$ cat src/hdl/cpw_pkg.sv
`timescale 1ns / 1ps
// ----------------------------------------------------------------------------
// cpw_pkg
// Shared constants, beat types and the arctangent table of the cone weight.
// ----------------------------------------------------------------------------
package cpw_pkg;

    localparam int ANGLE_ITERATIONS = 16;
    localparam int SQRT_STEPS       = 32;
    localparam int DIV_STEPS        = 17;

    localparam int XY_W   = 40;
    localparam int Z_W    = 32;
    localparam int F_W    = 28;
    localparam int ENV_W  = 17;
    localparam int NUM_W  = F_W + ENV_W;

    // degrees scaled by 2^20
    localparam logic signed [Z_W-1:0] DEG_0   = 32'sd0;
    localparam logic signed [Z_W-1:0] DEG_90  = 32'sd94371840;
    localparam logic signed [Z_W-1:0] DEG_180 = 32'sd188743680;
    localparam logic [ENV_W-1:0]      ENV_ONE = 17'd65536;

    typedef struct packed {
        logic             present;
        logic [ENV_W-1:0] env;
        logic [F_W-1:0]   f;
    } side_t;

    typedef struct packed {
        logic [63:0]                v;
        logic [33:0]                rem;
        logic [31:0]                root;
        logic signed [XY_W-1:0]     y;
        logic signed [Z_W-1:0]      z;
        side_t                      side;
    } sqrt_t;

    typedef struct packed {
        logic signed [XY_W-1:0] x;
        logic signed [XY_W-1:0] y;
        logic signed [Z_W-1:0]  z;
        side_t                  side;
    } cordic_t;

    typedef struct packed {
        logic [F_W-1:0]   rem;
        logic [ENV_W-1:0] nb;
        logic [ENV_W-1:0] q;
        logic [F_W-1:0]   f;
        logic             forced;
    } div_t;

    // atan(2^-i) in degrees * 2^20
    function automatic logic [26:0] atan_deg(input logic [4:0] i);
        logic [26:0] r;
        begin
            case (i)
                5'd0:    r = 27'd47185920;
                5'd1:    r = 27'd27855475;
                5'd2:    r = 27'd14718068;
                5'd3:    r = 27'd7471121;
                5'd4:    r = 27'd3750058;
                5'd5:    r = 27'd1876857;
                5'd6:    r = 27'd938658;
                5'd7:    r = 27'd469357;
                5'd8:    r = 27'd234682;
                5'd9:    r = 27'd117342;
                5'd10:   r = 27'd58671;
                5'd11:   r = 27'd29335;
                5'd12:   r = 27'd14668;
                5'd13:   r = 27'd7334;
                5'd14:   r = 27'd3667;
                5'd15:   r = 27'd1833;
                5'd16:   r = 27'd917;
                5'd17:   r = 27'd458;
                5'd18:   r = 27'd229;
                5'd19:   r = 27'd115;
                5'd20:   r = 27'd57;
                5'd21:   r = 27'd29;
                5'd22:   r = 27'd14;
                5'd23:   r = 27'd7;
                5'd24:   r = 27'd4;
                5'd25:   r = 27'd2;
                5'd26:   r = 27'd1;
                default: r = 27'd0;
            endcase
            return r;
        end
    endfunction

    function automatic logic [32:0] mag33(input logic signed [32:0] a);
        logic [32:0] r;
        begin
            r = a[32] ? 33'(-a) : 33'(a);
            return r;
        end
    endfunction

endpackage

$ cat src/hdl/cpw_div_cell.sv
`timescale 1ns / 1ps
// ----------------------------------------------------------------------------
// cpw_div_cell
// One quotient bit of a restoring divide; forced results pass unchanged.
// ----------------------------------------------------------------------------
module cpw_div_cell (
    input  logic           clk,
    input  logic           rst_n,
    input  logic           en,
    input  logic           in_valid,
    input  cpw_pkg::div_t  in_data,
    output logic           out_valid,
    output cpw_pkg::div_t  out_data
);

    logic                       out_valid_reg;
    cpw_pkg::div_t              out_data_reg;
    cpw_pkg::div_t              out_data_next;
    logic [cpw_pkg::F_W:0]      t;

    always_comb
    begin
        out_data_next = in_data;
        t = {in_data.rem, in_data.nb[cpw_pkg::ENV_W-1]};
        if (!in_data.forced)
        begin
            out_data_next.nb = {in_data.nb[cpw_pkg::ENV_W-2:0], 1'b0};
            if (t >= {1'b0, in_data.f})
            begin
                out_data_next.rem = cpw_pkg::F_W'(t - {1'b0, in_data.f});
                out_data_next.q   = {in_data.q[cpw_pkg::ENV_W-2:0], 1'b1};
            end
            else
            begin
                out_data_next.rem = t[cpw_pkg::F_W-1:0];
                out_data_next.q   = {in_data.q[cpw_pkg::ENV_W-2:0], 1'b0};
            end
        end
    end

    always_ff @(posedge clk or negedge rst_n)
    begin
        if (!rst_n)
            out_valid_reg <= 1'b0;
        else if (en)
            out_valid_reg <= in_valid;
    end

    always_ff @(posedge clk)
    begin
        if (en)
            out_data_reg <= out_data_next;
    end

    assign out_valid = out_valid_reg;
    assign out_data  = out_data_reg;

endmodule

$ cat config.mk
export PLATFORM = sky130hd
export DESIGN_NAME = cpw_div_cell
export DESIGN_NICKNAME = d
export VERILOG_FILES = /design/src/hdl/cpw_pkg.sv /design/src/hdl/cpw_div_cell.sv
export SDC_FILE = /design/constraint.sdc
export NUM_CORES = 1
export LEC_CHECK = 0
export ABC_AREA = 0
export BUFFER_PORTS_ARGS = -buffer_cell sky130_fd_sc_hd__buf_2
export CAP_MARGIN = 10
export CORE_MARGIN = 4
export CORE_UTILIZATION = 55
export CTS_CLUSTER_DIAMETER = 50
export DETAILED_ROUTE_END_ITERATION = 10
export GPL_TIMING_DRIVEN = 1
export PLACE_DENSITY = 0.87
export SYNTH_ARGS = -nofsm -noshare
export SYNTH_HDL_FRONTEND = slang
export SYNTH_SLANG_ARGS = --single-unit
$ cat constraint.sdc
create_clock -name clk -period 2.3 [get_ports clk]
set_clock_uncertainty 0.1 [all_clocks]
set_input_delay 0.69 -clock clk [delete_from_list [all_inputs] [get_ports clk]]
set_output_delay 0.69 -clock clk [all_outputs]
set_load 0.02 [all_outputs]
==> results_dict.tcl, run 1 <==
set metrics [dict create \
    r2r_setup_slack_ps 1410 \
    syn_area_per_cell_sq_um 11.5 \
    pwr-share-seq 0.387 \
    die_height_um 108 \
    ys.flop_type "edfxtp_1" \
    synthDistinctLibCells 63 \
    dieArea_sq_mm 0.0116 \
    arrival_ps 3150 \
    grt_pass1_vias 5607 \
    cp-end-kind "flop" \
    crit_buf_inv 3 \
    grt_max_degree 41 \
    drt-total-wl_um 24300 \
    total_power_mw 5.42 \
    fin_ws_ps -770 \
    die_w_um 108 \
    num_vias 6161 \
    finalCoreUtilization 0.907 \
    clockPowerShare 0.241 \
    fmax_mhz 326 \
    critPathKind "in -> reg" \
    required_ps 2380 \
    clock-sinks 92 \
    grt_pass1_wl_um 28900 \
    cap_violations 0 \
    top_level_ports 187 \
    cts_inserted_buffers 9 \
    final_cell_count_no_fill 951 \
    final_common_cell "buf_2" \
    min-delay-start "in_data[11]" \
    reg2reg_depth 1 \
    finalSetupViolCount 29 \
    coreArea_sq_mm 0.00973 \
    slew_violations 0 \
    violations "negative setup slack" \
    cts_tree "yes" \
    nets 937 \
    avgRoutedWirePerCell_um 25.6 \
    tightest_slew_ps 458 \
    remaining_drc_errors 0 \
    slowest_delay_ps 470 \
    powerDensity_mw_per_mm2 614 \
    ys_seq_area_frac 0.506 \
    drtIter0Drc 775 \
    cts.path.max_buffers 2 \
    syn_nets 599 \
    switchingPower_mw 1.86 \
    drt_pass1_iterations 7 \
    outcome "complete, but fails checks" \
    pre_cts_ws_ps -1050 \
    cp_num_cells 11 \
    swShare 0.343 \
    crit_family "compound AO/OA/AOI/OAI gates" \
    slew_headroom 0.694 \
    regToRegStartpoint "out_valid" \
    cts-root-buf "clkbuf_8" \
    layout_min_cycle_time_ps 3070 \
    cp_slowest_cell "ha_2" \
    rsz0062_at_grt "yes" \
    largest_reg_flops 91 \
    syn-cell-area_sq_mm 0.00545 \
    p_comb_frac 0.372 \
    path_cells "buf_2, ha_2, o2111ai_4, a211oi_4, o21ai_4, a21oi_4, nor3_4, buf_6, buf_8, nor3b_4, nor4_2" \
    syn2layout_area_growth_pct 62.0 \
    antenna_cells 0 \
    ir_drop_mv 0.419 \
    rr_endpoint "out_valid" \
    ys_warn_count 0 \
    clock_latency_ps 400 \
    synth_edf_count 91 \
    row_count 36 \
    gr-total-overflow 0 \
    via_per_inst 6.48 \
    finalCritPeriodShare 1.33 \
    finalHoldViolCount 0 \
    start_util 0.560 \
    gp_congestion 0.957 \
    layout-drive-gt1-share 0.610 \
    power.leakage_nw 3.88 \
    ys_ff_latch 92 \
    hold_class "in -> reg" \
    critPathMaxFanout 7 \
    dpl.cell_count 899 \
    ant_nets 0 \
    synthArstFlopShare 0.0109 \
    hpwlAfterDp_um 12300 \
    p_int_mw 3.56 \
    critPathLaunch "in_data[64]" \
    path_clk_slew_ps 110 \
    ctsHtreeMaxLevel 3 \
    numPortBuffers 186 \
    crit_end "out_data[72]" \
    layout_common_cells "buf_2, buf_4, edfxtp_1, nor2_1, mux2_2" \
    min_path_cells 1 \
    synthCells 475 \
    cp-start-kind "primary input" \
    antenna_found_initial 0 \
    tns_ps -17510 \
    grt_util_all_layers 0.326 \
]
## area by class of cell
class | count | area, sq um
Fill cell | 389 | 905
Multi-Input combinational cell | 328 | 3110
Tap cell | 133 | 166
Clock buffer | 10 | 128
Clock inverter | 6 | 93.8
Sequential cell | 92 | 2760
Inverter | 35 | 166
Timing Repair Buffer | 347 | 2410
## cells in the mapped netlist (2+ instances only)
library cell,number,share of area
a211oi_1,4,0.0055
a21o_1,14,0.019
a21oi_1,42,0.039
a221o_1,5,0.0092
a31oi_1,4,0.0046
and2_1,4,0.0046
and3_1,10,0.011
buf_2,5,0.0046
clkbuf_1,14,0.0096
edfxtp_1,91,0.50
ha_1,28,0.064
inv_1,34,0.023
mux2_2,34,0.070
mux2i_1,18,0.033
nand2_1,25,0.017
nand2b_1,2,0.0023
nand3_1,7,0.0064
nand4_1,4,0.0046
nor2_1,39,0.027
nor2b_1,3,0.0034
nor3_1,7,0.0064
nor3b_1,3,0.0041
nor4_1,2,0.0023
nor4b_1,2,0.0032
o21a_1,4,0.0055
o21ai_0,7,0.0064
o21bai_1,4,0.0055
o31ai_1,5,0.0069
or3_1,3,0.0034
xnor2_1,13,0.021
xor2_1,6,0.0096
## cells by family after synthesis
logic type,synth area share
flops,0.506
mux,0.103
fa+ha+maj,0.0680
xor+xnor,0.0305
buf+inv,0.0397
simple gates,0.106
compound gates,0.146
## worst min path at each step
stage | end | slack, ps
finish | out_data[11] | 370
global route | out_data[11] | 370
CTS | out_data[7] | 380
detailed placement | out_valid | 370
global placement | out_valid | 360
floorplan | out_valid | 290
## power groups by stage
stage | Combinational, mW | Sequential [mW] | Clock (mW)
3_5_place_dp | 1.52 | 2.12 | 0
4_1_cts | 1.71 | 2.08 | 1.25
5_1_grt | 2.08 | 2.10 | 1.36
3_3_place_gp | 1.48 | 2.11 | 0
6_report | 2.01 | 2.10 | 1.31
2_1_floorplan | 0.640 | 2.33 | 0
## through the flow
step	cell area (sq um)	hold WS [ps]
after floorplan	5680	294
after global placement	7660	364
after detailed placement	7660	369
after CTS	8430	378
after global routing	8820	374
final	8820	367
## per-layer routing
layer / track usage / share of wire / vias up
li1: - / - / 2458
met1: 0.379 / 0.32 / 2839
met2: 0.574 / 0.46 / 638
met3: 0.0600 / 0.12 / 226
met4: 0.166 / 0.098 / 0
met5: 0 / 0 / -
## what timing repair did
| action | 4_1_cts | 5_1_grt |
|---|---|---|
| pin swaps | 41 | 45 |
| gates cloned | 1 | 0 |
| buffers inserted | 23 | 19 |
| endpoints found under the hold margin | 1 | 0 |
| resized for setup | 88 | 69 |
| setup endpoints to repair | 29 | 29 |
| hold buffers | 1 | 0 |
Power figures use the tool's default switching activity.
==> run 2: changes to the inputs <==
--- a/config.mk
+++ b/config.mk
@@ -5,11 +5,10 @@
 export SDC_FILE = /design/constraint.sdc
 export NUM_CORES = 1
 export LEC_CHECK = 0
-export ABC_AREA = 0
+export ABC_AREA = 1
 export BUFFER_PORTS_ARGS = -buffer_cell sky130_fd_sc_hd__buf_2
 export CAP_MARGIN = 10
-export CORE_MARGIN = 4
-export CORE_UTILIZATION = 55
+export CORE_UTILIZATION = 57
 export CTS_CLUSTER_DIAMETER = 50
 export DETAILED_ROUTE_END_ITERATION = 10
 export GPL_TIMING_DRIVEN = 1
==> results_dict.tcl, run 2 <==
set metrics [dict create \
    grt_pass1_wl_um 35900 \
    ctsHtreeMaxLevel 3 \
    via_per_inst 6.63 \
    drt-total-wl_um 32700 \
    crit_buf_inv 4 \
    clock_latency_ps 410 \
    powerDensity_mw_per_mm2 577 \
    whs_endpoint "out_data[25]" \
    r2r_setup_slack_ps 1360 \
    critPathMaxFanout 7 \
    rsz0062_at_grt "yes" \
    nets 1277 \
    fmax_mhz 347 \
    antenna_found_initial 0 \
    arrival_ps 2930 \
    cp_slowest_cell "nand3_1" \
    layout-drive-gt1-share 0.480 \
    synth_area_leader_cell "edfxtp_1" \
    pre_cts_ws_ps -572 \
    synth_most_common_cell "nand2_1" \
    top_level_ports 187 \
    cts-root-buf "clkbuf_8" \
    drtIter0Drc 2076 \
    grt_util_all_layers 0.415 \
    coreArea_sq_mm 0.0104 \
    slowest_delay_ps 340 \
    reg2reg_depth 1 \
    path_clk_slew_ps 120 \
    remaining_drc_errors 2 \
    outcome "complete, but fails checks" \
    cts.path.max_buffers 2 \
    drt_pass1_iterations 11 \
    cts_inserted_buffers 9 \
    regToRegStartpoint "out_valid" \
    slew_violations 0 \
    gr-total-overflow 0 \
    cpMostUsedCell "nor2_4" \
    hold_class "in -> reg" \
    row_count 37 \
    start_util 0.596 \
    finalHoldViolCount 0 \
    cts_tree "yes" \
    syn2layout_area_growth_pct 58.6 \
    cap_violations 0 \
    cp-start-kind "primary input" \
    synthDistinctLibCells 34 \
    yosysTopAreaCellShare 0.441 \
    fin_ws_ps -582 \
    finalCritPeriodShare 1.25 \
    gp_congestion 1.04 \
    path_cells "buf_2, inv_1, ha_4, nand2_1, nor3_1, nand3_1, nor2_4, nor2_4, nand2_8, buf_6, nor2_4, buf_12, nand2_4, nand3_2" \
    syn_nets 949 \
    cp-end-kind "flop" \
    synth_edf_count 91 \
    holdWs_ps 350 \
    fin_area_sq_mm 0.00984 \
    layout_common_cells "nand2_1, buf_2, buf_4, inv_1, edfxtp_1" \
    syn_area_per_cell_sq_um 7.52 \
    antenna_cells 0 \
    synth.area.top_cells "edfxtp_1, nand2_1, inv_1" \
    synthArstFlopShare 0.0109 \
    tightest_slew_ps 596 \
    clock-sinks 92 \
    numPortBuffers 186 \
    num_vias 8585 \
    min_path_cells 1 \
    fillCellCount 310 \
    ys_seq_area_frac 0.445 \
    violations "design-rule violations, negative setup slack" \
    slew_headroom 0.602 \
    crit_family "simple AND/OR/NAND/NOR gates" \
    rr_endpoint "out_valid" \
    postPlaceCellArea_sq_mm 0.00866 \
    hpwlAfterDp_um 16700 \
    ys_top_cells_by_count "nand2_1, inv_1, edfxtp_1" \
    dieArea_sq_mm 0.0113 \
    die_height_um 106 \
    critPathKind "in -> reg" \
    largest_reg_flops 91 \
    ys.flop_type "edfxtp_1" \
    finalSetupViolCount 29 \
    ys_ff_latch 92 \
    avgRoutedWirePerCell_um 25.3 \
    ys_warn_count 0 \
    min-delay-start "in_data[25]" \
    grt_pass1_vias 7135 \
    synthCells 825 \
    final_common_cell "nand2_1" \
    grt_max_degree 44 \
    syn-cell-area_sq_mm 0.00620 \
    required_ps 2350 \
    ant_nets 0 \
    power.leakage_nw 5.09 \
    ir_drop_mv 0.481 \
    layout_min_cycle_time_ps 2880 \
    die_w_um 106 \
]
-- run 2: cell count changes after synthesis, moves of 14 or more --
cell | previous run | this run
mux2_2 | 34 | 1
a21oi_1 | 42 | 14
nand3_1 | 7 | 60
inv_1 | 34 | 133
a21o_1 | 14 | 0
mux2i_1 | 18 | 0
nand2_1 | 25 | 364
nand3b_1 | 1 | 18
-- run 2: power breakdown --
part / total [mW] / internal [mW] / switching (mW)
logic: 2.30 / 0.882 / 1.41
clock network: 1.29 / 0.532 / 0.754
registers: 2.10 / 2.03 / 0.0639
-- run 2: kinds of logic (layout without fill, tap and decap cells) --
family          after synthesis  count (layout)  share of synthesized area
xor+xnor                     13              13                     0.0184
fa+ha+maj                    29              29                     0.0597
buf+inv                     156             489                      0.101
flops                        92              92                      0.445
mux                           1               1                    0.00182
compound gates               20              20                     0.0173
simple gates                514             514                      0.358
-- run 2: layer usage --
metal,up-vias,track usage,share of wire
met2,1112,0.714,0.42
met5,-,0,0
met1,3753,0.488,0.30
met3,451,0.0852,0.17
met4,0,0.216,0.11
li1,3269,-,-
-- run 2: area by class of cell --
cell class / count / area [sq um] / share of cell area
timing repair buffer: 337 / 2350 / 0.239
inverter: 136 / 542 / 0.0551
clock buffer: 9 / 124 / 0.0126
sequential: 92 / 2760 / 0.280
clock inverter: 7 / 92.6 / 0.00941
tap: 136 / 170 / 0.0173
multi-input combinational: 577 / 3800 / 0.386
-- run 2: how the worst max path moves through the flow --
| stage | from | to | slack [ps] | cells after the start |
|---|---|---|---|---|
| 2_1_floorplan | in_data[62] | out_data[75] | -30 | 14 |
| 3_3_place_gp | in_data[2] | out_data[77] | -470 | 15 |
| 3_5_place_dp | in_data[2] | out_data[77] | -570 | 15 |
| 4_1_cts | in_data[2] | out_data[67] | -9 | 15 |
| 5_1_grt | in_data[65] | out_data[77] | -650 | 12 |
| 6_report | in_data[26] | out_data[67] | -580 | 14 |
-- run 2: per-stage QoR --
step / TNS, ps / total power [mW] / instances / utilization
final: -12220 / 5.68 / 1294 / 0.945
after global routing: -13040 / 5.78 / 1294 / 0.945
after CTS: -29.0 / 5.12 / 1276 / 0.874
after detailed placement: -12680 / 3.86 / 1250 / 0.831
after global placement: -11160 / 3.79 / 1250 / 0.831
after floorplan: -318 / 3.10 / 825 / -
-- run 2: repair_timing --
| item | 4_1_cts | 5_1_grt |
|---|---|---|
| hold endpoints to repair | 1 | 0 |
| gates resized for setup | 34 | 157 |
| pin swaps | 30 | 84 |
| buffers inserted | 10 | 17 |
| setup endpoints to repair | 25 | 29 |
| gates cloned | 1 | 1 |
| hold buffers | 1 | 0 |
