===== src/hdl/cpw_pkg.sv =====
`timescale 1ns / 1ps
// ----------------------------------------------------------------------------
// cpw_pkg
// Shared constants, beat types and the arctangent table of the cone weight.
// ----------------------------------------------------------------------------
package cpw_pkg;

    localparam int ANGLE_ITERATIONS = 16;
    localparam int SQRT_STEPS       = 32;
    localparam int DIV_STEPS        = 17;

    localparam int XY_W   = 40;
    localparam int Z_W    = 32;
    localparam int F_W    = 28;
    localparam int ENV_W  = 17;
    localparam int NUM_W  = F_W + ENV_W;

    // degrees scaled by 2^20
    localparam logic signed [Z_W-1:0] DEG_0   = 32'sd0;
    localparam logic signed [Z_W-1:0] DEG_90  = 32'sd94371840;
    localparam logic signed [Z_W-1:0] DEG_180 = 32'sd188743680;
    localparam logic [ENV_W-1:0]      ENV_ONE = 17'd65536;

    typedef struct packed {
        logic             present;
        logic [ENV_W-1:0] env;
        logic [F_W-1:0]   f;
    } side_t;

    typedef struct packed {
        logic [63:0]                v;
        logic [33:0]                rem;
        logic [31:0]                root;
        logic signed [XY_W-1:0]     y;
        logic signed [Z_W-1:0]      z;
        side_t                      side;
    } sqrt_t;

    typedef struct packed {
        logic signed [XY_W-1:0] x;
        logic signed [XY_W-1:0] y;
        logic signed [Z_W-1:0]  z;
        side_t                  side;
    } cordic_t;

    typedef struct packed {
        logic [F_W-1:0]   rem;
        logic [ENV_W-1:0] nb;
        logic [ENV_W-1:0] q;
        logic [F_W-1:0]   f;
        logic             forced;
    } div_t;

    // atan(2^-i) in degrees * 2^20
    function automatic logic [26:0] atan_deg(input logic [4:0] i);
        logic [26:0] r;
        begin
            case (i)
                5'd0:    r = 27'd47185920;
                5'd1:    r = 27'd27855475;
                5'd2:    r = 27'd14718068;
                5'd3:    r = 27'd7471121;
                5'd4:    r = 27'd3750058;
                5'd5:    r = 27'd1876857;
                5'd6:    r = 27'd938658;
                5'd7:    r = 27'd469357;
                5'd8:    r = 27'd234682;
                5'd9:    r = 27'd117342;
                5'd10:   r = 27'd58671;
                5'd11:   r = 27'd29335;
                5'd12:   r = 27'd14668;
                5'd13:   r = 27'd7334;
                5'd14:   r = 27'd3667;
                5'd15:   r = 27'd1833;
                5'd16:   r = 27'd917;
                5'd17:   r = 27'd458;
                5'd18:   r = 27'd229;
                5'd19:   r = 27'd115;
                5'd20:   r = 27'd57;
                5'd21:   r = 27'd29;
                5'd22:   r = 27'd14;
                5'd23:   r = 27'd7;
                5'd24:   r = 27'd4;
                5'd25:   r = 27'd2;
                5'd26:   r = 27'd1;
                default: r = 27'd0;
            endcase
            return r;
        end
    endfunction

    function automatic logic [32:0] mag33(input logic signed [32:0] a);
        logic [32:0] r;
        begin
            r = a[32] ? 33'(-a) : 33'(a);
            return r;
        end
    endfunction

endpackage


===== src/hdl/cpw_sqrt_cell.sv =====
`timescale 1ns / 1ps
// ----------------------------------------------------------------------------
// cpw_sqrt_cell
// One root digit of the integer square root; two radicand bits per cell.
// ----------------------------------------------------------------------------
module cpw_sqrt_cell (
    input  logic            clk,
    input  logic            rst_n,
    input  logic            en,
    input  logic            in_valid,
    input  cpw_pkg::sqrt_t  in_data,
    output logic            out_valid,
    output cpw_pkg::sqrt_t  out_data
);

    logic           out_valid_reg;
    cpw_pkg::sqrt_t out_data_reg;
    cpw_pkg::sqrt_t out_data_next;
    logic [33:0]    rem_shift;
    logic [33:0]    trial;

    always_comb
    begin
        out_data_next   = in_data;
        rem_shift       = {in_data.rem[31:0], in_data.v[63:62]};
        trial           = {in_data.root, 2'b01};
        out_data_next.v = {in_data.v[61:0], 2'b00};
        if (rem_shift >= trial)
        begin
            out_data_next.rem  = rem_shift - trial;
            out_data_next.root = {in_data.root[30:0], 1'b1};
        end
        else
        begin
            out_data_next.rem  = rem_shift;
            out_data_next.root = {in_data.root[30:0], 1'b0};
        end
    end

    always_ff @(posedge clk or negedge rst_n)
    begin
        if (!rst_n)
            out_valid_reg <= 1'b0;
        else if (en)
            out_valid_reg <= in_valid;
    end

    always_ff @(posedge clk)
    begin
        if (en)
            out_data_reg <= out_data_next;
    end

    assign out_valid = out_valid_reg;
    assign out_data  = out_data_reg;

endmodule


===== config.mk =====
export PLATFORM = sky130hd
export DESIGN_NAME = cpw_sqrt_cell
export DESIGN_NICKNAME = d
export VERILOG_FILES = /design/src/hdl/cpw_pkg.sv /design/src/hdl/cpw_sqrt_cell.sv
export SDC_FILE = /design/constraint.sdc
export NUM_CORES = 1
export LEC_CHECK = 0
export BUFFER_PORTS_ARGS = -buffer_cell sky130_fd_sc_hd__buf_2
export CAP_MARGIN = 20
export CORE_AREA = 2 2 194 196
export DETAILED_ROUTE_END_ITERATION = 8
export DIE_AREA = 0 0 196 198
export PLACE_DENSITY_LB_ADDON = 0.1
export SETUP_SLACK_MARGIN = 0.1
export SYNTH_ARGS = -nofsm -noshare
export SYNTH_HDL_FRONTEND = slang
export SYNTH_SLANG_ARGS = --single-unit

===== constraint.sdc =====
create_clock -name clk -period 0.8 [get_ports clk]
set_clock_uncertainty 0.05 [all_clocks]
set_input_delay 0.16 -clock clk [delete_from_list [all_inputs] [get_ports clk]]
set_output_delay 0.16 -clock clk [all_outputs]
set_load 0.03 [all_outputs]

==> results of run 1 <==
==> Yosys cell counts (3+ instances only) <==
cell type | instances | share of area
a211oi_1 | 5 | 0.0038
a21o_1 | 11 | 0.0084
a21oi_1 | 36 | 0.018
a31oi_1 | 3 | 0.0019
buf_4 | 5 | 0.0038
buf_6 | 3 | 0.0034
clkbuf_1 | 6 | 0.0023
edfxtp_1 | 246 | 0.75
ha_1 | 34 | 0.043
inv_1 | 49 | 0.019
nand2_1 | 53 | 0.020
nand2b_1 | 3 | 0.0019
nand3_1 | 11 | 0.0056
nand4_1 | 7 | 0.0044
nor2_1 | 21 | 0.0080
nor3_1 | 3 | 0.0015
nor4_1 | 4 | 0.0025
o211ai_1 | 4 | 0.0030
o21a_1 | 5 | 0.0038
o21ai_0 | 30 | 0.015
o21ai_1 | 16 | 0.0081
o21bai_1 | 6 | 0.0046
xnor2_1 | 14 | 0.012
xor2_1 | 13 | 0.012
==> layer usage <==
layer / global-route usage / routed length, um / up-vias / part of all wire
met5: 0 / 13 / - / 0.00034
met2: 0.352 / 20100 / 304 / 0.52
met3: 0.0429 / 2390 / 67 / 0.062
li1: - / - / 4286 / -
met1: 0.217 / 14700 / 4262 / 0.38
met4: 0.0704 / 1380 / 2 / 0.036
==> where the power goes <==
part / internal, mW / leakage [nW] / switching, mW
combinational: 5.53 / 5.75 / 5.63
clock: 7.69 / 0.442 / 5.17
sequential: 15.6 / 2.42 / 0.551
total: 28.8 / 8.61 / 11.3
==> path summary, 6_finish.rpt <==
check | endpoint | cells past startpoint | from | slack [ns]
min reg2reg | out_valid | 1 | out_valid | 0.50
max reg2reg | out_valid | 1 | out_valid | -0.04
max | out_data[175] | 14 | in_data[127] | -1.26
min | out_data[159] | 2 | in_data[157] | -0.10
max in group asynchronous | out_valid | 3 | rst_n | 0.18
min in group asynchronous | out_valid | 3 | rst_n | 0.40
==> final cells by class <==
type	count	area share
Timing Repair Buffer	923	0.409
Sequential cell	247	0.371
Multi-Input combinational cell	324	0.133
Clock buffer	34	0.0362
Tap cell	474	0.0297
Inverter	49	0.0106
Clock inverter	17	0.00953
Antenna cell	3	0.000376
==> logic make-up (layout without fill, tap and decap cells) <==
family,after synthesis,after routing
DFF,247,247
AOI/OAI and AO/OA,144,144
muxes,1,1
xor gates and xnor gates,27,27
other,1,5
adders and majority gates,34,34
and+or+nand+nor,116,116
buffers and inverters,64,1023
==> per-stage QoR <==
stage               total power, mW  instances  setup WS, ns
floorplan                      20.5        635         -1.45
global placement               24.3       1758         -2.05
CTS                            40.5       2063         -1.21
detailed placement             24.3       1758         -1.98
finish                         40.2       2071         -1.26
global route                   41.8       2071         -1.40
==> what timing repair did <==
| action | 4_1_cts | 5_1_grt |
|---|---|---|
| pin swaps | 21 | 18 |
| gates cloned | 3 | 1 |
| hold endpoints to repair | 272 | 27 |
| gates resized for setup | 550 | 20 |
| endpoints found under the setup margin | 283 | 283 |
| setup buffers | 17 | 4 |
==> flow_metrics.py, run 1 <==
metrics = {
    "clock_tree": {
        "cts.path.max_buffers": 3,
        "cts_htree_levels": 1,
        "insertion_delay_ns": 0.54,
        "numCtsBuffers": 28,
        "tritoncts": "done",
        "cts.sinks": 247,
        "cts.root.buffer_cell": "clkbuf_16",
        "ctsHoldBuffers": 234,
        "path_clk_slew_ns": 0.06,
    },
    "timing": {
        "max_freq_mhz": 486,
        "fin_setup_tns_ns": -165.02,
        "hold_viol_final": 24,
        "rsz0062_at_grt": "true",
        "holdWs_ns": -0.102,
        "fin_crit_ns": 2.06,
        "setup_violations": 283,
        "setup_slack_ns": -1.26,
        "finalMaxSlewViolations": 0,
        "fin_crit_sh": 2.57,
    },
    "die": {
        "die_area_sq_mm": 0.0388,
        "die_h_um": 198,
        "initial_core_util": 0.267,
        "die-width_um": 196,
        "coreArea_sq_mm": 0.0370,
        "num_rows": 71,
        "pin_count": 501,
    },
    "min_path": {
        "hold_class": "in2reg",
    },
    "pwr": {
        "peakVddDrop_v": 0.00135,
        "p_leak_nw": 8.61,
        "pwr_density_cell_mw_per_mm2": 2010,
    },
    "cells_and_area": {
        "largest_reg_flops": 246,
        "fin_area_sq_mm": 0.0200,
        "layout_common_cells": "buf_6 (255), edfxtp_1 (246), buf_2 (241)",
        "fillCellCount": 3140,
        "final-seq-area_sq_mm": 0.00741,
        "multi_input_area_sq_mm": 0.00266,
        "areaGrowthSynthToFinish_pct": 102,
        "post-route-util": 0.540,
        "drive_above_1_share": 0.507,
        "final_nets": 1859,
        "layout_commonest_cell": "buf_6",
    },
    "logic_synthesis": {
        "synth_edf_count": 246,
        "synthFlopType": "edfxtp_1",
        "avgSynthCellArea_sq_um": 15.6,
        "async_flop_share": 0.00405,
        "synth-seq-cells": 247,
        "synth_fa_ha_area_frac": 0.0431,
        "yosys.area_share.simple": 0.0564,
        "synth_area_sq_mm": 0.00988,
        "synth-xor-area-share": 0.0239,
        "synthCells": 634,
        "synth_compound_area_frac": 0.0960,
        "synth_cell_types": 62,
        "synthMuxAreaShare": 0.00114,
        "ys_seq_area_frac": 0.750,
        "synth_top_family_by_area": "compound AO/OA/AOI/OAI gates",
        "yosys_warnings": 0,
    },
    "grt": {
        "grt-ovfl-total": 0,
        "grt_use_total": 0.192,
        "grt_pass1_wl_mm": 56.2,
        "grt_pass1_vias": 9525,
        "grt_max_degree": 60,
        "antenna_found_initial": 5,
    },
    "worst_setup_path": {
        "cpPeakStageDelay_ns": 0.36,
        "critPathKind": "in2reg",
        "cp-start-kind": "primary input",
        "path_delay_family": "compound AO/OA/AOI/OAI gates",
        "cp.required_ns": 1.10,
        "end_kind": "flip-flop",
        "crit_path_top_delay_cell": "a221oi_2",
        "crit_buf_inv": 5,
        "worstPathCellList": "buf_6 > inv_4 > ha_4 > a211o_1 > a21oi_2 > o211ai_1 > a221oi_2 > nor2_2 > a21boi_4 > buf_4 > buf_6 > clkbuf_16 > nand2_2 > o41ai_2",
        "crit_arrival_ns": 2.36,
        "path_common_cell": "buf_6",
        "crit_path_max_fanout": 8,
    },
    "routing": {
        "drc": 0,
        "wl_per_cell_um": 18.6,
        "route.vias.total": 8921,
        "routed_wl_mm": 38.6,
        "drtPass1Iterations": 4,
        "drt_first_iter_violations": 389,
        "ant_nets": 0,
        "vias_per_cell": 4.31,
    },
    "placement": {
        "dp_hpwl_mm": 27.8,
        "gp_congestion": 0.787,
        "placed_cell_area_sq_mm": 0.0145,
        "port_buffers": 496,
    },
    "status": {
        "failed_checks": "negative hold slack, negative setup slack",
        "status": "complete, but fails checks",
    },
    "job": {
        "max_cap_viol_count": 0,
    },
}
Note: power is estimated with default switching activity, not from simulation.
==> run 2, diff against run 1 <==
--- a/config.mk
+++ b/config.mk
@@ -7,9 +7,9 @@
 export LEC_CHECK = 0
 export BUFFER_PORTS_ARGS = -buffer_cell sky130_fd_sc_hd__buf_2
 export CAP_MARGIN = 20
-export CORE_AREA = 2 2 194 196
+export CORE_AREA = 2 2 195 197
 export DETAILED_ROUTE_END_ITERATION = 8
-export DIE_AREA = 0 0 196 198
+export DIE_AREA = 0 0 197 199
 export PLACE_DENSITY_LB_ADDON = 0.1
 export SETUP_SLACK_MARGIN = 0.1
 export SYNTH_ARGS = -nofsm -noshare
==> constraint.sdc (replaced) <==
create_clock -name clk -period 2 [get_ports clk]
set_clock_uncertainty 0.05 [all_clocks]
set_input_delay 0.4 -clock clk [delete_from_list [all_inputs] [get_ports clk]]
set_output_delay 0.4 -clock clk [all_outputs]
set_load 0.03 [all_outputs]
==> flow_metrics.py, run 2 (synthesis gave the netlist of run 1 again) <==
metrics = {
    "worst_setup_path": {
        "worst_r2r_endpoint": "out_valid",
        "critPathKind": "in2reg",
        "end_kind": "flip-flop",
        "reg2reg_from": "out_valid",
        "crit_arrival_ns": 2.51,
        "crit_path_max_fanout": 4,
        "worstRegToRegCells": 1,
        "cp.required_ns": 2.26,
        "cp-start-kind": "primary input",
        "rrSetupSlack_ns": 1.20,
    },
    "timing": {
        "finalMaxSlewViolations": 0,
        "slew_headroom": 0.671,
        "hold_viol_final": 0,
        "rsz0062_at_grt": "true",
        "setup_violations": 35,
        "max_freq_mhz": 445,
        "fin_crit_ns": 2.24,
        "holdWs_ns": 0.0612,
        "fin_crit_sh": 1.12,
        "setup_slack_ns": -0.245,
        "fin_setup_tns_ns": -5.62,
        "worst_pin_slew_ns": 0.488,
    },
    "clock_tree": {
        "numCtsBuffers": 29,
        "tritoncts": "done",
        "insertion_delay_ns": 0.56,
        "cts.path.max_buffers": 3,
        "cts.sinks": 247,
        "cts_htree_levels": 1,
        "path_clk_slew_ns": 0.06,
        "cts.root.buffer_cell": "clkbuf_16",
    },
    "pwr": {
        "peakVddDrop_v": 0.000559,
        "switching_share": 0.294,
        "p_comb_frac": 0.262,
        "pwr_density_cell_mw_per_mm2": 843,
        "power_switching_mw": 4.54,
        "p_leak_nw": 8.02,
        "power_frac_seq": 0.411,
        "clkPwrFrac": 0.327,
        "p_int_mw": 10.9,
    },
    "routing": {
        "routed_wl_mm": 38.2,
        "drt_first_iter_violations": 267,
        "drtPass1Iterations": 5,
        "vias_per_cell": 4.28,
        "wl_per_cell_um": 18.7,
        "ant_nets": 0,
        "drc": 0,
        "route.vias.total": 8744,
    },
    "cells_and_area": {
        "drive_above_1_share": 0.536,
        "layout_common_cells": "buf_2 (482), edfxtp_1 (246), dlygate4sd3_1 (211)",
        "largest_reg_flops": 246,
        "multi_input_area_sq_mm": 0.00281,
        "fin_area_sq_mm": 0.0183,
        "final-seq-area_sq_mm": 0.00741,
        "fillCellCount": 3365,
        "layout_commonest_cell": "buf_2",
        "areaGrowthSynthToFinish_pct": 85.4,
        "final_nets": 1832,
    },
    "grt": {
        "antenna_found_initial": 1,
        "grt_use_total": 0.186,
        "grt_pass1_vias": 9110,
        "gr-usage-met1": 0.213,
        "grt_pass1_wl_mm": 54.6,
        "met2_usage": 0.342,
        "grt.busiest_layer": "met2",
        "grtUsageMet3": 0.0419,
        "grt-ovfl-total": 0,
        "grt_max_degree": 66,
    },
    "min_path": {
        "hold_start": "in_data[159]",
        "min_to": "out_data[161]",
        "hold_depth": 3,
        "hold_class": "in2reg",
    },
    "status": {
        "failed_checks": "negative setup slack",
        "status": "complete, but fails checks",
    },
    "die": {
        "die_area_sq_mm": 0.0392,
        "die_h_um": 199,
        "pin_count": 501,
        "coreArea_sq_mm": 0.0371,
        "initial_core_util": 0.266,
        "die-width_um": 197,
        "num_rows": 71,
    },
    "placement": {
        "dp_hpwl_mm": 28.1,
        "placed_cell_area_sq_mm": 0.0144,
        "gp_congestion": 0.795,
        "port_buffers": 496,
    },
    "job": {
        "max_cap_viol_count": 0,
    },
}
## run 2: critical path, stage by stage
cell	delay (ns)
buf_4	0.13
ha_4	0.29
o21ai_4	0.08
a211oi_4	0.30
o31ai_4	0.12
o31a_1	0.35
buf_4	0.16
o21ai_4	0.17
a31oi_1	0.12
xor2_1	0.27
o21ai_4	0.10
## run 2: stage by stage
| step | instances | power (mW) | util | worst slack (ns) |
|---|---|---|---|---|
| 4_1_cts | 2029 | 15.5 | 0.483 | -0.204 |
| 3_5_place_dp | 1748 | 9.68 | 0.387 | -0.961 |
| 3_3_place_gp | 1748 | 9.67 | 0.387 | -0.914 |
| 2_1_floorplan | 635 | 8.20 | - | -0.494 |
| 6_report | 2042 | 15.4 | 0.493 | -0.245 |
| 5_1_grt | 2040 | 16.1 | 0.493 | -0.307 |
## run 2: worst max-delay path by stage
stage,startpoint,cells after the start,endpoint,slack (ns)
2_1_floorplan,in_data[124],10,out_data[181],-0.49
3_3_place_gp,in_data[120],12,out_data[181],-0.91
3_5_place_dp,in_data[120],12,out_data[183],-0.96
4_1_cts,in_data[120],12,out_data[183],-0.20
5_1_grt,in_data[127],13,out_data[159],-0.31
6_report,in_data[150],11,out_data[171],-0.24
## run 2: timing repair
action / CTS / global route
endpoints found under the hold margin: 208 / 3
hold buffers: 208 / 3
pin swaps: 42 / 32
gates cloned: 2 / 1
resized for setup: 87 / 61
setup buffers: 20 / 8
setup endpoints to repair: 35 / 35
## run 2: area by class of cell
| type | count | area share |
|---|---|---|
| tap | 474 | 0.0324 |
| inverter | 49 | 0.0117 |
| antenna | 2 | 0.000273 |
| timing repair buffer | 895 | 0.349 |
| clock buffer | 35 | 0.0409 |
| clock inverter | 16 | 0.00799 |
| sequential | 247 | 0.405 |
| multi-input combinational | 324 | 0.153 |
## run 2: power groups by stage
| stage | logic (mW) | registers, mW | clock network (mW) |
|---|---|---|---|
| 4_1_cts | 3.93 | 6.34 | 5.21 |
| 3_3_place_gp | 3.23 | 6.44 | 0 |
| 3_5_place_dp | 3.23 | 6.44 | 0 |
| 5_1_grt | 4.31 | 6.39 | 5.38 |
| 2_1_floorplan | 0.796 | 7.40 | 0 |
| 6_report | 4.05 | 6.34 | 5.04 |
## run 2: metal layers
| layer | wire (um) | vias to the layer above |
|---|---|---|
| met5 | 0 | - |
| li1 | - | 4226 |
| met1 | 14800 | 4165 |
| met3 | 2310 | 55 |
| met4 | 1180 | 0 |
| met2 | 19900 | 298 |
==> run 3, diff against run 2 <==
--- a/config.mk
+++ b/config.mk
@@ -10,7 +10,6 @@
 export CORE_AREA = 2 2 195 197
 export DETAILED_ROUTE_END_ITERATION = 8
 export DIE_AREA = 0 0 197 199
-export PLACE_DENSITY_LB_ADDON = 0.1
 export SETUP_SLACK_MARGIN = 0.1
 export SYNTH_ARGS = -nofsm -noshare
 export SYNTH_HDL_FRONTEND = slang
==> flow_metrics.py, run 3 (synthesis gave the netlist of run 1 again) <==
metrics = {
    "cells_and_area": {
        "final_cells": 2019,
        "final-seq-area_sq_mm": 0.00741,
        "multi_input_area_sq_mm": 0.00271,
        "largest_reg_flops": 246,
        "drive_above_1_share": 0.522,
        "areaGrowthSynthToFinish_pct": 81.7,
        "fillCellCount": 3249,
        "fin_area_sq_mm": 0.0179,
        "final_nets": 1808,
        "layout_common_cells": "buf_2 (484), edfxtp_1 (246), dlygate4sd3_1 (208)",
        "layout_commonest_cell": "buf_2",
    },
    "worst_setup_path": {
        "cp-startpoint": "in_data[127]",
        "critPathKind": "in2reg",
        "rrSetupSlack_ns": 1.19,
        "cp-start-kind": "primary input",
        "worst_r2r_endpoint": "out_valid",
        "crit_arrival_ns": 2.53,
        "cp.required_ns": 2.25,
        "crit_path_max_fanout": 5,
        "worstRegToRegCells": 1,
        "reg2reg_from": "out_valid",
        "end_kind": "flip-flop",
    },
    "timing": {
        "rsz0062_at_grt": "true",
        "fin_crit_sh": 1.14,
        "setup_violations": 35,
        "finalMaxSlewViolations": 0,
        "hold_viol_final": 0,
        "setup_slack_ns": -0.274,
        "fin_crit_ns": 2.27,
        "max_freq_mhz": 440,
    },
    "min_path": {
        "hold_depth": 1,
        "min_to": "out_data[65]",
        "hold_class": "in2reg",
        "hold_start": "in_data[65]",
    },
    "routing": {
        "route.vias.total": 9010,
        "drt-met1-wl_mm": 14.8,
        "wl_per_cell_um": 19.4,
        "routed_wl_mm": 39.1,
        "drt_first_iter_violations": 379,
        "drc": 0,
        "vias_per_cell": 4.46,
        "ant_nets": 0,
        "top_layer": "met4",
        "wl_met2_mm": 19.7,
        "drtPass1Iterations": 5,
        "wl_met3_mm": 2.81,
    },
    "status": {
        "status": "complete, but fails checks",
        "failed_checks": "negative setup slack",
    },
    "pwr": {
        "pwr_density_cell_mw_per_mm2": 851,
        "peakVddDrop_v": 0.000552,
        "p_int_mw": 10.7,
        "switching_share": 0.302,
        "p_leak_nw": 7.83,
        "clkPwrFrac": 0.329,
        "p_comb_frac": 0.255,
        "power_switching_mw": 4.62,
        "power_frac_seq": 0.417,
    },
    "placement": {
        "port_buffers": 496,
        "placed_cell_area_sq_mm": 0.0143,
        "dp_hpwl_mm": 28.0,
        "numPlacedInstances": 1733,
        "gp_congestion": 0.847,
    },
    "die": {
        "die-width_um": 197,
        "die_area_sq_mm": 0.0392,
        "coreArea_sq_mm": 0.0371,
        "num_rows": 71,
        "pin_count": 501,
        "die_h_um": 199,
        "initial_core_util": 0.266,
    },
    "job": {
        "max_cap_viol_count": 0,
    },
    "clock_tree": {
        "cts.sinks": 247,
        "tritoncts": "done",
        "cts.path.max_buffers": 3,
        "cts_htree_levels": 1,
        "insertion_delay_ns": 0.55,
        "numCtsBuffers": 27,
        "path_clk_slew_ns": 0.06,
        "cts.root.buffer_cell": "clkbuf_16",
    },
    "grt": {
        "grt_pass1_wl_mm": 55.3,
        "grt_pass1_vias": 9321,
        "grt_max_degree": 48,
        "grt-ovfl-total": 0,
        "grt_use_total": 0.186,
        "antenna_found_initial": 3,
    },
}
run 3: how the worst max path moves through the flow:
stage / end / slack, ns / cells past startpoint
final: out_data[181] / -0.27 / 14
after global routing: out_data[181] / -0.38 / 14
after floorplan: out_data[181] / -0.49 / 10
after global placement: out_data[170] / -1.01 / 11
after detailed placement: out_data[169] / -1.14 / 11
after CTS: out_data[157] / -0.25 / 15
run 3: repair_timing:
action,in CTS,in global routing
gates resized for setup,59,48
gates cloned,3,1
hold buffers,206,2
setup endpoints to repair,35,35
buffers inserted,17,8
pin swaps,32,27
endpoints found under the hold margin,206,2
run 3: per-stage QoR:
step	utilization	power [mW]	setup WS [ns]	hold WS, ns	TNS [ns]
after floorplan	-	8.20	-0.494	0.0544	-13.49
after global placement	0.384	9.62	-1.01	0.125	-32.92
after detailed placement	0.384	9.65	-1.14	0.129	-36.65
after CTS	0.476	15.3	-0.249	0.000329	-7.48
after global routing	0.483	15.9	-0.380	0.00221	-11.64
final	0.483	15.3	-0.274	0.0343	-8.16
run 3: power groups by stage:
stage,Clock [mW],Combinational (mW),Sequential [mW]
after global placement,0,3.16,6.46
after detailed placement,0,3.19,6.45
after CTS,5.14,3.76,6.35
after global routing,5.34,4.11,6.40
after floorplan,0,0.796,7.40
final,5.02,3.89,6.36
run 3: routing by layer:
metal	track usage	vias up
met2	0.331	412
met1	0.218	4329
met4	0.0802	0
met3	0.0398	82
li1	-	4187
met5	0	-
run 3: area by class of cell:
class	instances	share of cell area
clock buffer	29	0.0381
inverter	49	0.0119
clock inverter	21	0.0118
multi-input combinational	324	0.151
tap	474	0.0330
timing repair buffer	873	0.341
sequential	247	0.413
antenna	2	0.000279
run 3: worst max-delay path, cell delays in order:
cell and delay, ns:
buf_8 0.10, inv_4 0.05, ha_4 0.20, a211o_1 0.27, a21oi_2 0.20, o211ai_1 0.18, a221oi_2 0.28, buf_4 0.17
nor2_4 0.04, a21boi_4 0.20, buf_6 0.13, buf_6 0.11, inv_4 0.03, a31o_1 0.16
